**src/hdl/tspcr_pkg.sv**
```systemverilog
// Shared types and constants of the PCR interpolator.
// Used by every module under hdl; depends on nothing.
package tspcr_pkg;

	localparam int unsigned PCR_W   = 42;
	localparam int unsigned CNT_W   = 6;
	localparam int unsigned BURST_W = 7;
	localparam logic [PCR_W-1:0] CLOCK_MOD = 42'd2576980377600;
	localparam int unsigned MAX_PENDING_DEF = 63;

	// One release burst handed from the front to the back.
	typedef struct packed {
		logic [BURST_W-1:0] cnt;
		logic [PCR_W-1:0]   base;
		logic [PCR_W-1:0]   delta;
		logic [CNT_W-1:0]   span;
		logic               interp;
		logic               first_known;
		logic               ovf;
	} job_t;

endpackage

```
**src/hdl/tspcr_front.sv**
```systemverilog
// Front end: accepts packet words, tracks the anchor and pending count,
// and turns each word into at most one release job. Depends on tspcr_pkg.
module tspcr_front import tspcr_pkg::*; #(
	parameter int unsigned MAX_PENDING = MAX_PENDING_DEF
) (
	input  logic             clk,
	input  logic             arst_n,
	input  logic             take,
	input  logic             command,
	input  logic             has_pcr,
	input  logic [PCR_W-1:0] pcr_value,
	output logic             push,
	output job_t             job
);

	logic [PCR_W-1:0] prev_q, last_delta_q, delta;
	logic [CNT_W-1:0] pend_q, last_span_q;
	logic             have_q, rate_q, pcr_ok;
	logic [PCR_W:0]   diff;

	assign pcr_ok = has_pcr && (pcr_value < CLOCK_MOD);
	assign diff   = (pcr_value > prev_q) ? ({1'b0, pcr_value} - {1'b0, prev_q})
	                : ({1'b0, pcr_value} + {1'b0, CLOCK_MOD} - {1'b0, prev_q});
	assign delta  = diff[PCR_W-1:0];

	always_comb begin
		push = 1'b0;
		job  = '0;
		job.base = prev_q;
		if (command) begin
			push = take && (pend_q != '0);
			job.cnt = {1'b0, pend_q};
			job.first_known = 1'b1;
			job.interp = rate_q && (last_span_q != '0);
			job.delta = last_delta_q;
			job.span = last_span_q;
		end else if (pcr_ok) begin
			push = take && have_q;
			job.cnt = {1'b0, pend_q};
			job.first_known = 1'b1;
			job.interp = 1'b1;
			job.delta = delta;
			job.span = pend_q;
		end else if (!have_q) begin
			push = take;
			job.cnt = BURST_W'(1);
		end else if (pend_q == CNT_W'(MAX_PENDING)) begin
			push = take;
			job.cnt = {1'b0, pend_q} + BURST_W'(1);
			job.ovf = 1'b1;
		end
	end

	always_ff @(posedge clk or negedge arst_n) begin
		if (!arst_n) begin
			prev_q <= '0;
			have_q <= 1'b0;
			pend_q <= '0;
			last_delta_q <= '0;
			last_span_q <= '0;
			rate_q <= 1'b0;
		end else if (take) begin
			if (command) begin
				pend_q <= '0;
				have_q <= 1'b0;
			end else if (pcr_ok) begin
				if (have_q) begin
					last_delta_q <= delta;
					last_span_q <= pend_q;
					rate_q <= 1'b1;
				end
				prev_q <= pcr_value;
				have_q <= 1'b1;
				pend_q <= CNT_W'(1);
			end else if (have_q) begin
				if (pend_q == CNT_W'(MAX_PENDING)) begin
					pend_q <= '0;
					have_q <= 1'b0;
				end else begin
					pend_q <= pend_q + CNT_W'(1);
				end
			end
		end
	end

endmodule

```
**src/hdl/tspcr_fifo.sv**
```systemverilog
// Two-entry job queue between front and back.
// Depends on tspcr_pkg for the job type.
module tspcr_fifo import tspcr_pkg::*; (
	input  logic clk,
	input  logic arst_n,
	input  logic push,
	input  job_t wdata,
	input  logic pop,
	output job_t rdata,
	output logic nonempty,
	output logic full
);

	job_t       mem_q [2];
	logic       wp_q, rp_q;
	logic [1:0] cnt_q;

	assign rdata    = mem_q[rp_q];
	assign nonempty = (cnt_q != 2'd0);
	assign full     = (cnt_q == 2'd2);

	always_ff @(posedge clk) begin
		if (push) begin
			mem_q[wp_q] <= wdata;
		end
	end

	always_ff @(posedge clk or negedge arst_n) begin
		if (!arst_n) begin
			wp_q <= 1'b0;
			rp_q <= 1'b0;
			cnt_q <= 2'd0;
		end else begin
			if (push) wp_q <= ~wp_q;
			if (pop) rp_q <= ~rp_q;
			if (push && !pop) cnt_q <= cnt_q + 2'd1;
			else if (pop && !push) cnt_q <= cnt_q - 2'd1;
		end
	end

endmodule

```
**src/hdl/tspcr_back.sv**
```systemverilog
// Back end: divides the interval once per interpolated job, then steps
// through held packets, one word per unstalled cycle. Needs tspcr_pkg.
module tspcr_back import tspcr_pkg::*; (
	input  logic             clk,
	input  logic             arst_n,
	input  job_t             job,
	input  logic             job_valid,
	output logic             pop,
	output logic             out_valid,
	input  logic             out_stall,
	output logic [PCR_W-1:0] pcr_interp,
	output logic             pcr_known,
	output logic             overflow,
	output logic             last
);

	typedef enum logic [1:0] {IDLE, DIV, FIX, EMIT} state_t;

	localparam int unsigned DIV_STEPS = (PCR_W + 2) / 3;

	state_t             state_q;
	job_t               job_q;
	logic [PCR_W-1:0]   dd_q, acc_q;
	logic [CNT_W-1:0]   rem_q, r_q;
	logic [3:0]         it_q;
	logic [BURST_W-1:0] k_q;
	logic               par_q;
	logic               ov_q, known_q, ovf_q, last_q;
	logic [PCR_W-1:0]   val_q;

	// Three restoring division steps per cycle on a narrow remainder.
	logic [CNT_W:0]   tr [4];
	logic [PCR_W-1:0] td [4];
	always_comb begin
		tr[0] = {1'b0, rem_q};
		td[0] = dd_q;
		for (int i = 0; i < 3; i++) begin
			tr[i+1] = {tr[i][CNT_W-1:0], td[i][PCR_W-1]};
			td[i+1] = {td[i][PCR_W-2:0], 1'b0};
			if (tr[i+1] >= {1'b0, job_q.span}) begin
				tr[i+1] = tr[i+1] - {1'b0, job_q.span};
				td[i+1][0] = 1'b1;
			end
		end
	end

	// Stepping: acc tracks prev + floor(k*delta/span) mod CLOCK_MOD.
	logic [CNT_W:0]   rsum, r2;
	logic             carry, rnd;
	logic [PCR_W:0]   asum, osum;
	logic [PCR_W-1:0] acc_nx, out_val;
	always_comb begin
		rsum  = {1'b0, r_q} + {1'b0, rem_q};
		carry = (rsum >= {1'b0, job_q.span});
		r2    = carry ? rsum - {1'b0, job_q.span} : rsum;
		asum  = {1'b0, acc_q} + {1'b0, dd_q} + {{PCR_W{1'b0}}, carry};
		acc_nx = (asum >= {1'b0, CLOCK_MOD}) ? PCR_W'(asum - {1'b0, CLOCK_MOD})
		         : asum[PCR_W-1:0];
		rnd   = ({r_q, 1'b0} > {1'b0, job_q.span})
		        || (({r_q, 1'b0} == {1'b0, job_q.span}) && par_q);
		osum  = {1'b0, acc_q} + {{PCR_W{1'b0}}, rnd};
		out_val = (osum >= {1'b0, CLOCK_MOD}) ? PCR_W'(osum - {1'b0, CLOCK_MOD})
		          : osum[PCR_W-1:0];
	end

	logic k_known, k_last, can_out, emit;
	assign k_known = (k_q == '0) ? job_q.first_known : job_q.interp;
	assign k_last  = (k_q == job_q.cnt - BURST_W'(1));
	assign can_out = !ov_q || !out_stall;
	assign emit    = (state_q == EMIT) && can_out;
	assign pop     = (state_q == IDLE) && job_valid;

	always_ff @(posedge clk or negedge arst_n) begin
		if (!arst_n) begin
			state_q <= IDLE;
			ov_q <= 1'b0;
			job_q <= '0;
			dd_q <= '0;
			acc_q <= '0;
			rem_q <= '0;
			r_q <= '0;
			it_q <= '0;
			k_q <= '0;
			par_q <= 1'b0;
			known_q <= 1'b0;
			ovf_q <= 1'b0;
			last_q <= 1'b0;
			val_q <= '0;
		end else begin
			if (emit) ov_q <= 1'b1;
			else if (!out_stall) ov_q <= 1'b0;
			unique case (state_q)
				IDLE: begin
					if (job_valid) begin
						job_q <= job;
						dd_q <= job.delta;
						rem_q <= '0;
						it_q <= '0;
						acc_q <= job.base;
						r_q <= '0;
						par_q <= 1'b0;
						k_q <= '0;
						state_q <= (job.interp && job.cnt > BURST_W'(1)) ? DIV : EMIT;
					end
				end
				DIV: begin
					dd_q <= td[3];
					rem_q <= tr[3][CNT_W-1:0];
					it_q <= it_q + 4'd1;
					if (it_q == 4'(DIV_STEPS - 1)) state_q <= FIX;
				end
				FIX: begin
					if (dd_q >= CLOCK_MOD) dd_q <= dd_q - CLOCK_MOD;
					state_q <= EMIT;
				end
				EMIT: begin
					if (can_out) begin
						known_q <= k_known;
						ovf_q <= job_q.ovf;
						last_q <= k_last;
						val_q <= k_known ? out_val : '0;
						k_q <= k_q + BURST_W'(1);
						r_q <= r2[CNT_W-1:0];
						acc_q <= acc_nx;
						par_q <= par_q ^ dd_q[0] ^ carry;
						if (k_last) state_q <= IDLE;
					end
				end
				default: state_q <= IDLE;
			endcase
		end
	end

	assign out_valid  = ov_q;
	assign pcr_interp = val_q;
	assign pcr_known  = known_q;
	assign overflow   = ovf_q;
	assign last       = last_q;

endmodule

```
**src/hdl/ts_pcr_interpolator_top.sv**
```systemverilog
// Top level of the PCR interpolator: front end, job queue, back end.
// Depends on tspcr_pkg, tspcr_front, tspcr_fifo and tspcr_back.
//
// Usage. The input channel (in_valid/in_stall) takes one word per packet
// event: command 0 is a packet, optionally with a PCR, command 1 flushes the
// held packets. The output channel (out_valid/out_stall) returns one word
// per released packet in arrival order, with last set on the final word of
// each burst.
// Throughput. A packet that releases a burst queues one job; the back end
// then divides the interval by the packet count (three quotient bits per
// cycle over 42 bits, then a modulo reduction step) and afterwards issues
// one result word per cycle while out_stall is low. Jobs that need no
// interpolation skip the division.
// The two-entry job queue lets the front take new packets while the back
// is busy; in_stall rises only when both entries hold jobs.
// Reset clears the anchor, pending count and interval history, empties the
// queue and drops any result word not yet taken.
// A valid result word holds while out_stall is high; the back end waits.
module ts_pcr_interpolator_top import tspcr_pkg::*; #(
	parameter int unsigned MAX_PENDING = MAX_PENDING_DEF
) (
	input  logic             clk,
	input  logic             arst_n,
	input  logic             in_valid,
	output logic             in_stall,
	input  logic             command,
	input  logic             has_pcr,
	input  logic [PCR_W-1:0] pcr_value,
	output logic             out_valid,
	input  logic             out_stall,
	output logic [PCR_W-1:0] pcr_interp,
	output logic             pcr_known,
	output logic             overflow,
	output logic             last
);

	logic take, push, pop, job_valid, full;
	job_t fjob, bjob;

	// A word is taken whenever the queue has room for the job it may create.
	assign in_stall = full;
	assign take     = in_valid && !full;

	tspcr_front #(.MAX_PENDING(MAX_PENDING)) u_front (
		.clk(clk), .arst_n(arst_n), .take(take), .command(command),
		.has_pcr(has_pcr), .pcr_value(pcr_value), .push(push), .job(fjob)
	);

	tspcr_fifo u_fifo (
		.clk(clk), .arst_n(arst_n), .push(push), .wdata(fjob), .pop(pop),
		.rdata(bjob), .nonempty(job_valid), .full(full)
	);

	tspcr_back u_back (
		.clk(clk), .arst_n(arst_n), .job(bjob), .job_valid(job_valid), .pop(pop),
		.out_valid(out_valid), .out_stall(out_stall), .pcr_interp(pcr_interp),
		.pcr_known(pcr_known), .overflow(overflow), .last(last)
	);

	// Untimed words always carry a zero clock.
	a_untimed_zero: assert property (@(posedge clk) disable iff (!arst_n)
		out_valid && !pcr_known |-> pcr_interp == '0)
		else $error("untimed word with nonzero clock");

	// Overflow releases are never timed.
	a_ovf_untimed: assert property (@(posedge clk) disable iff (!arst_n)
		out_valid && overflow |-> !pcr_known)
		else $error("overflow word marked timed");

	// The input side only stalls when jobs are waiting.
	a_stall_has_jobs: assert property (@(posedge clk) disable iff (!arst_n)
		in_stall |-> job_valid)
		else $error("stall with empty queue");

endmodule
```
**config.mk**
```make
export PLATFORM = sky130hd
export DESIGN_NAME = ts_pcr_interpolator_top
export DESIGN_NICKNAME = d
export VERILOG_FILES = /design/src/hdl/tspcr_pkg.sv /design/src/hdl/tspcr_front.sv /design/src/hdl/tspcr_fifo.sv /design/src/hdl/tspcr_back.sv /design/src/hdl/ts_pcr_interpolator_top.sv
export SDC_FILE = /design/constraint.sdc
export NUM_CORES = 1
export LEC_CHECK = 0
export ABC_CLOCK_PERIOD_IN_PS = 8490
export BUFFER_PORTS_ARGS = -buffer_cell sky130_fd_sc_hd__buf_2
export CAP_MARGIN = 25
export CORE_MARGIN = 5
export CORE_UTILIZATION = 50
export CTS_BUF_LIST = sky130_fd_sc_hd__clkbuf_16
export DETAILED_ROUTE_END_ITERATION = 8
export PLACE_DENSITY_LB_ADDON = 0.3
export SYNTH_ARGS = -nofsm -noshare
export SYNTH_HDL_FRONTEND = slang
export SYNTH_HIERARCHICAL = 1
export SYNTH_SLANG_ARGS = --single-unit
```
**constraint.sdc**
```tcl
create_clock -name clk -period 8.49 [get_ports clk]
set_input_delay 1.2735 -clock clk [delete_from_list [all_inputs] [get_ports clk]]
set_output_delay 1.2735 -clock clk [all_outputs]
set_load 0.01 [all_outputs]
```
# Yosys cells after proc, flatten, opt, wreduce, memory -nomap -nowiden
# Memories as Yosys holds them, arrays and structs flattened.
# Index checks and enable logic that the tools add are counted.
# totals
regBits	274
mem_bits_rw	200
output_inout_bits	47
mem_count	1
word_cells	180
# classes
n_mux	64
n_eq_ne	14
n_reduce_logical	37
order_cmp	11
add_sub_neg	21
bitwise_logic	5
# memory_table
memory	depth	word_bits	read_ports	rd_clocked_by_memory_dff	write_ports	line	rtl
u_fifo.mem_q	2	100	1	0	1	tspcr_fifo.sv:14	job_t mem_q [2];
# ops
operator	n
$mux W42	8
$pmux W42 S3	1
$sub A42 B42 Y42 const B	3
$mux W50	2
$ge A43 B42 Y1 const B	2
$pmux W42 S2	1
$sub A42 B42 Y42	2
$mux W6	10
$add A42 B1 Y43	1
$add A42 B42 Y43	1
$add A43 B1 Y43	1
$add A42 B42 Y42 const B	1
$ge A42 B42 Y1 const B	1
$gt A42 B42 Y1	1
$lt A42 B42 Y1 const B	1
$mux W7	6
$ge A7 B6 Y1	4
$pmux W6 S2	2
$sub A6 B6 Y6	4
$mux W1	22
$mux W2	7
$pmux W7 S2	1
$ne A2 B1 Y1 const B	6
$reduce_bool A6 Y1	2
other kinds (32)	62

# Depth between registers and ports, before layout
# depth
ltp_word	11
ltp_mapped	34
ltp_nobuf	33

# Hierarchy
# The synthesis kept the hierarchy.
# by_module_without_submodules
mod	n_inst	cells_each	area_each_um2
tspcr_back	1	1627	13311.5
tspcr_front	1	1282	10118.5
tspcr_fifo	1	327	7855.0
ts_pcr_interpolator_top	1	1	13.8

# Worst setup path after synthesis
# OpenSTA, ideal clock, no wires.
# synth_path
kind	input -> register
from	in pcr_value[35]
to	mem u_fifo/mem_q[0][0] (netlist name), enable pin
stages	8
t_arrival_ps	6802
setup_slack_ps	1116
required_time_ps	7918
setup_time_ps	572
cell_sequence	a21oi_1 -> nor2_1 -> o31ai_1 -> nand2_1 -> nand3_1 -> o21ai_0 -> a21oi_1 -> nor2b_1
# synth_between
elab_chain_len	6
# synth_lines
item	line	rtl
from (decl)	ts_pcr_interpolator_top.sv:28	input logic [PCR_W-1:0] pcr_value,
$lt A42 B42 Y1	tspcr_front.sv:21	assign pcr_ok = has_pcr && (pcr_value < CLOCK_MOD);
$logic_and A1 B1 Y1	tspcr_front.sv:21	
$mux W1	tspcr_front.sv:37	end else if (pcr_ok) begin
$mux W1	tspcr_front.sv:30	if (command) begin
named net push	ts_pcr_interpolator_top.sv:37	logic take, push, pop, job_valid, full;
$mux W1	tspcr_fifo.sv:23	if (push) begin
$mux W1 (implied by the code)	tspcr_fifo.sv:24	mem_q[wp_q] <= wdata;
to (decl)	tspcr_fifo.sv:14	
# The timed path passes the listed nets, and every way through them passes these cells.

# Worst setup path in the final report
# layout_path
from	reg u_back/job_q[4] (netlist name)
to	reg u_back.rem_q[0]
# layout_between
elab_chain_len	7
# layout_lines
item	line	rtl
from (decl)	tspcr_back.sv:22	job_t job_q;
from (signal assigned)	tspcr_back.sv:95	job_q <= job;
$sub A6 B6 Y6 or $ge A7 B6 Y1 (tied branches)	tspcr_back.sv:41, tspcr_back.sv:40	
$mux W6	tspcr_back.sv:40	if (tr[i+1] >= {1'b0, job_q.span}) begin
$sub A6 B6 Y6 or $ge A7 B6 Y1 (tied branches)	tspcr_back.sv:41, tspcr_back.sv:40	
$mux W6	tspcr_back.sv:40	
$ge A7 B6 Y1 (*)	tspcr_back.sv:40	
$mux W6 (*)	tspcr_back.sv:40	
$pmux W6 S2 (*)	tspcr_back.sv:92	unique case (state_q)
to (signal assigned)	tspcr_back.sv:108	rem_q <= tr[3][CNT_W-1:0];
to (decl)	tspcr_back.sv:24	logic [CNT_W-1:0] rem_q, r_q;
# Every way passes the cells marked *; elsewhere a longest branch is shown, timed or not.
# A chain may end at the register's enable or synchronous reset.

==> impl_metrics.json <==
{
  "status": "completed",
  "worstSetupPathType": "reg -> reg",
  "max_slew.worst_pin.slew_ns": 1.01,
  "numCtsBuffers": 53,
  "maxSlewViolCount": 0,
  "wirelength_mm": 83.4,
  "gr-usage-all-layers_pct": 24.3,
  "synth_top_cells_by_area": "dfrtp_1, edfxtp_1, ha_1",
  "path_depth": 30,
  "synthCells": 3237,
  "final_cell_mix": "nand2_1, o21ai_0, dfrtp_1",
  "synth_area_mm2": 0.0313,
  "period_minus_slack_ns": 7.54,
  "drive_above_1_share_pct": 11.7,
  "fp.dieW_um": 260,
  "antenna_found_initial": 0,
  "worstSetupStartpointType": "flop",
  "reg2reg_depth": 30,
  "wl_per_cell_um": 20.1,
  "yosysUniqueCellTypes": 99,
  "multiInputGateArea_mm2": 0.0170,
  "fill_cells": 5501,
  "synth_edf_count": 200,
  "syn2layout_area_growth_pct": 8.97,
  "yosys_warnings": 6,
  "dieArea_mm2": 0.0677,
  "async_reset_ff_share_pct": 57.8,
  "crit_path_top_delay_cell": "a211oi_2",
  "r2r-start": "u_back/job_q[4]",
  "grt_overflow_total": 0,
  "hp-class": "reg -> reg",
  "syn_avg_cell_area_um2": 9.67,
  "drtIter0Drc": 2107,
  "rsz0062_at_grt": "no",
  "max-slew-margin-rel_pct": 31.5,
  "final_common_cell": "nand2_1",
  "clock_latency_ns": 0.62,
  "drt_pre_antenna_iters": 6,
  "critPathLaunch": "u_back/job_q[4]",
  "worst-path-buf-inv": 2,
  "ys_seq_elements": 474,
  "grt_pass1_wl_mm": 132,
  "maxCapViolCount": 0,
  "vias": 24400,
  "synth_top_area_cell": "dfrtp_1",
  "skew_ns": 0.0206,
  "cts.sinks": 474,
  "rows": 91,
  "antenna_left": 0,
  "clk_path_buf_depth": 3,
  "detailed_place_hpwl_mm": 62.8,
  "yosysSeqAreaShare_pct": 41.1,
  "hold_start": "u_back/pcr_interp[26]",
  "tns_ns": 0,
  "yosys_most_used_dff": "dfrtp_1",
  "place.gp.congestion": 0.965,
  "portBuffers": 94,
  "cts_tree": "yes",
  "post-route-period-util_pct": 88.9,
  "cts_setup_buffers": 0,
  "die_h_um": 260,
  "cp_slowest_stage_delay_ns": 0.80,
  "grt_pass1_vias": 23400,
  "hold_depth": 2,
  "finalSetupViolCount": 0,
  "cp.arrival_ns": 8.04,
  "hold_violations": 0,
  "initial_core_util_pct": 50.6,
  "drc": 0,
  "syn_nets": 3505,
  "io_pins": 95,
  "ctsResizeCount": 0,
  "worst_ep_required_time_ns": 8.99,
  "vias_per_cell": 5.88,
  "worstPathMaxFanout": 15,
  "crit_top_cell": "o21ai_0",
  "cts_hold_buf": 0,
  "reg2reg_slack_ns": 0.95,
  "core_mm2": 0.0618,
  "grt_start_max_net_pins": 128,
  "synth_top_cell_area_share_pct": 21.9,
  "fmax_ghz": 0.133,
  "h-tree-depth": 2,
  "critPathTopFamily": "compound AO/OA/AOI/OAI gates",
  "crit_path_end_kind": "flop",
  "ff_latch_area_mm2": 0.0129,
  "final_nets": 3531,
  "root_buffer": "clkbuf_16",
  "clk_pin_slew_ns": 0.06
}
per-layer routing:
layer  share of wire (%)  wire (um)  global-route usage [%]  vias to the layer above
li1                    -          -                       -                    11800
met1                  47      39300                    36.6                    11800
met2                  45      37400                    38.1                      737
met3                 6.1       5130                    3.19                      104
met4                 1.8       1530                    4.86                        0
met5                   0          0                       0                        -
worst reg2reg max path, delay by kind of cell, from the launching register on:
| family | cells | cell delay [ns] |
|---|---|---|
| AOI/OAI and AO/OA | 17 | 4.09 |
| adders and majority gates | 3 | 1.00 |
| and+or+nand+nor | 6 | 0.84 |
| muxes | 2 | 0.63 |
| DFF | 1 | 0.50 |
| buffers and inverters | 2 | 0.36 |
final cells by class:
type                            instances  area share [%]
Antenna cell                            1         0.00734
Clock buffer                           53            3.89
Clock inverter                         46            1.28
Inverter                              198            2.18
Multi-Input combinational cell       2417            49.8
Sequential cell                       474            37.7
Tap cell                              837            3.07
Timing Repair Buffer                  119            2.03
per-stage QoR:
| stage | hold slack (ns) | cells | setup WS [ns] | utilization, % | instance area (um^2) |
|---|---|---|---|---|---|
| floorplan | 0.428 | 3237 | 1.12 | - | 31300 |
| global route | 0.486 | 4144 | 0.136 | 55.2 | 34100 |
| global placement | 0.444 | 4045 | 1.13 | 52.3 | 32300 |
| detailed placement | 0.464 | 4045 | 1.05 | 52.3 | 32300 |
| CTS | 0.477 | 4144 | 1.01 | 55.2 | 34100 |
| finish | 0.469 | 4145 | 0.945 | 55.2 | 34100 |
final timing paths:
check,to
worst max-delay path,u_back/rem_q[0]
worst min-delay path,u_back/pcr_interp[26]
worst max register to register,u_back/rem_q[0]
worst min register to register,u_back/pcr_interp[26]
max in group asynchronous,u_back/pcr_interp[31]
min in group asynchronous,u_fifo/wp_q
registers in the layout, summed over array words and instances (netlist names), 2 cells and up:
register and flops:
u_back/rem_q 6, u_back/k_q 7, u_front/last_span_q 6, u_back/acc_q 42
u_front/last_delta_q 42, u_front/pend_q 6, u_fifo/mem_q 200, u_back/r_q 6
u_front/prev_q 42, u_fifo/cnt_q 2, u_back/it_q 4, u_back/job_q 16
u_back/pcr_interp 42, u_back/dd_q 42, u_back/state_q 2
cells by family (layout without fill, tap and decap cells):
family / after synthesis / in the layout / share of synthesized area, %
compound gates: 917 / 917 / 18.3
xor+xnor: 190 / 190 / 5.32
fa+ha+maj: 220 / 220 / 9.80
buf+inv: 346 / 416 / 4.77
flops: 474 / 474 / 41.1
mux: 164 / 164 / 6.88
other cells: 0 / 1 / 0
simple gates: 926 / 926 / 13.9
cells in the mapped netlist (all sizes together) (20+ instances only):
cell    instances
nand2         361
o21ai         329
dfrtp         274
a21oi         217
nor2          212
edfxtp        200
inv           196
ha            178
mux2          138
xnor2         113
clkbuf        112
xor2           77
a22oi          64
nand3          60
nor3           60
nand4          54
fa             42
a21o           37
buf            36
o31ai          33
nand2b         32
a31oi          30
mux2i          26
a22o           24
nor2b          24
o211ai         23
a211oi         21
and3           21
o21bai         20
Power is left out: the tool's default activity adds up to more than one toggle a clock period on the data nets, which glitch-free logic cannot reach.
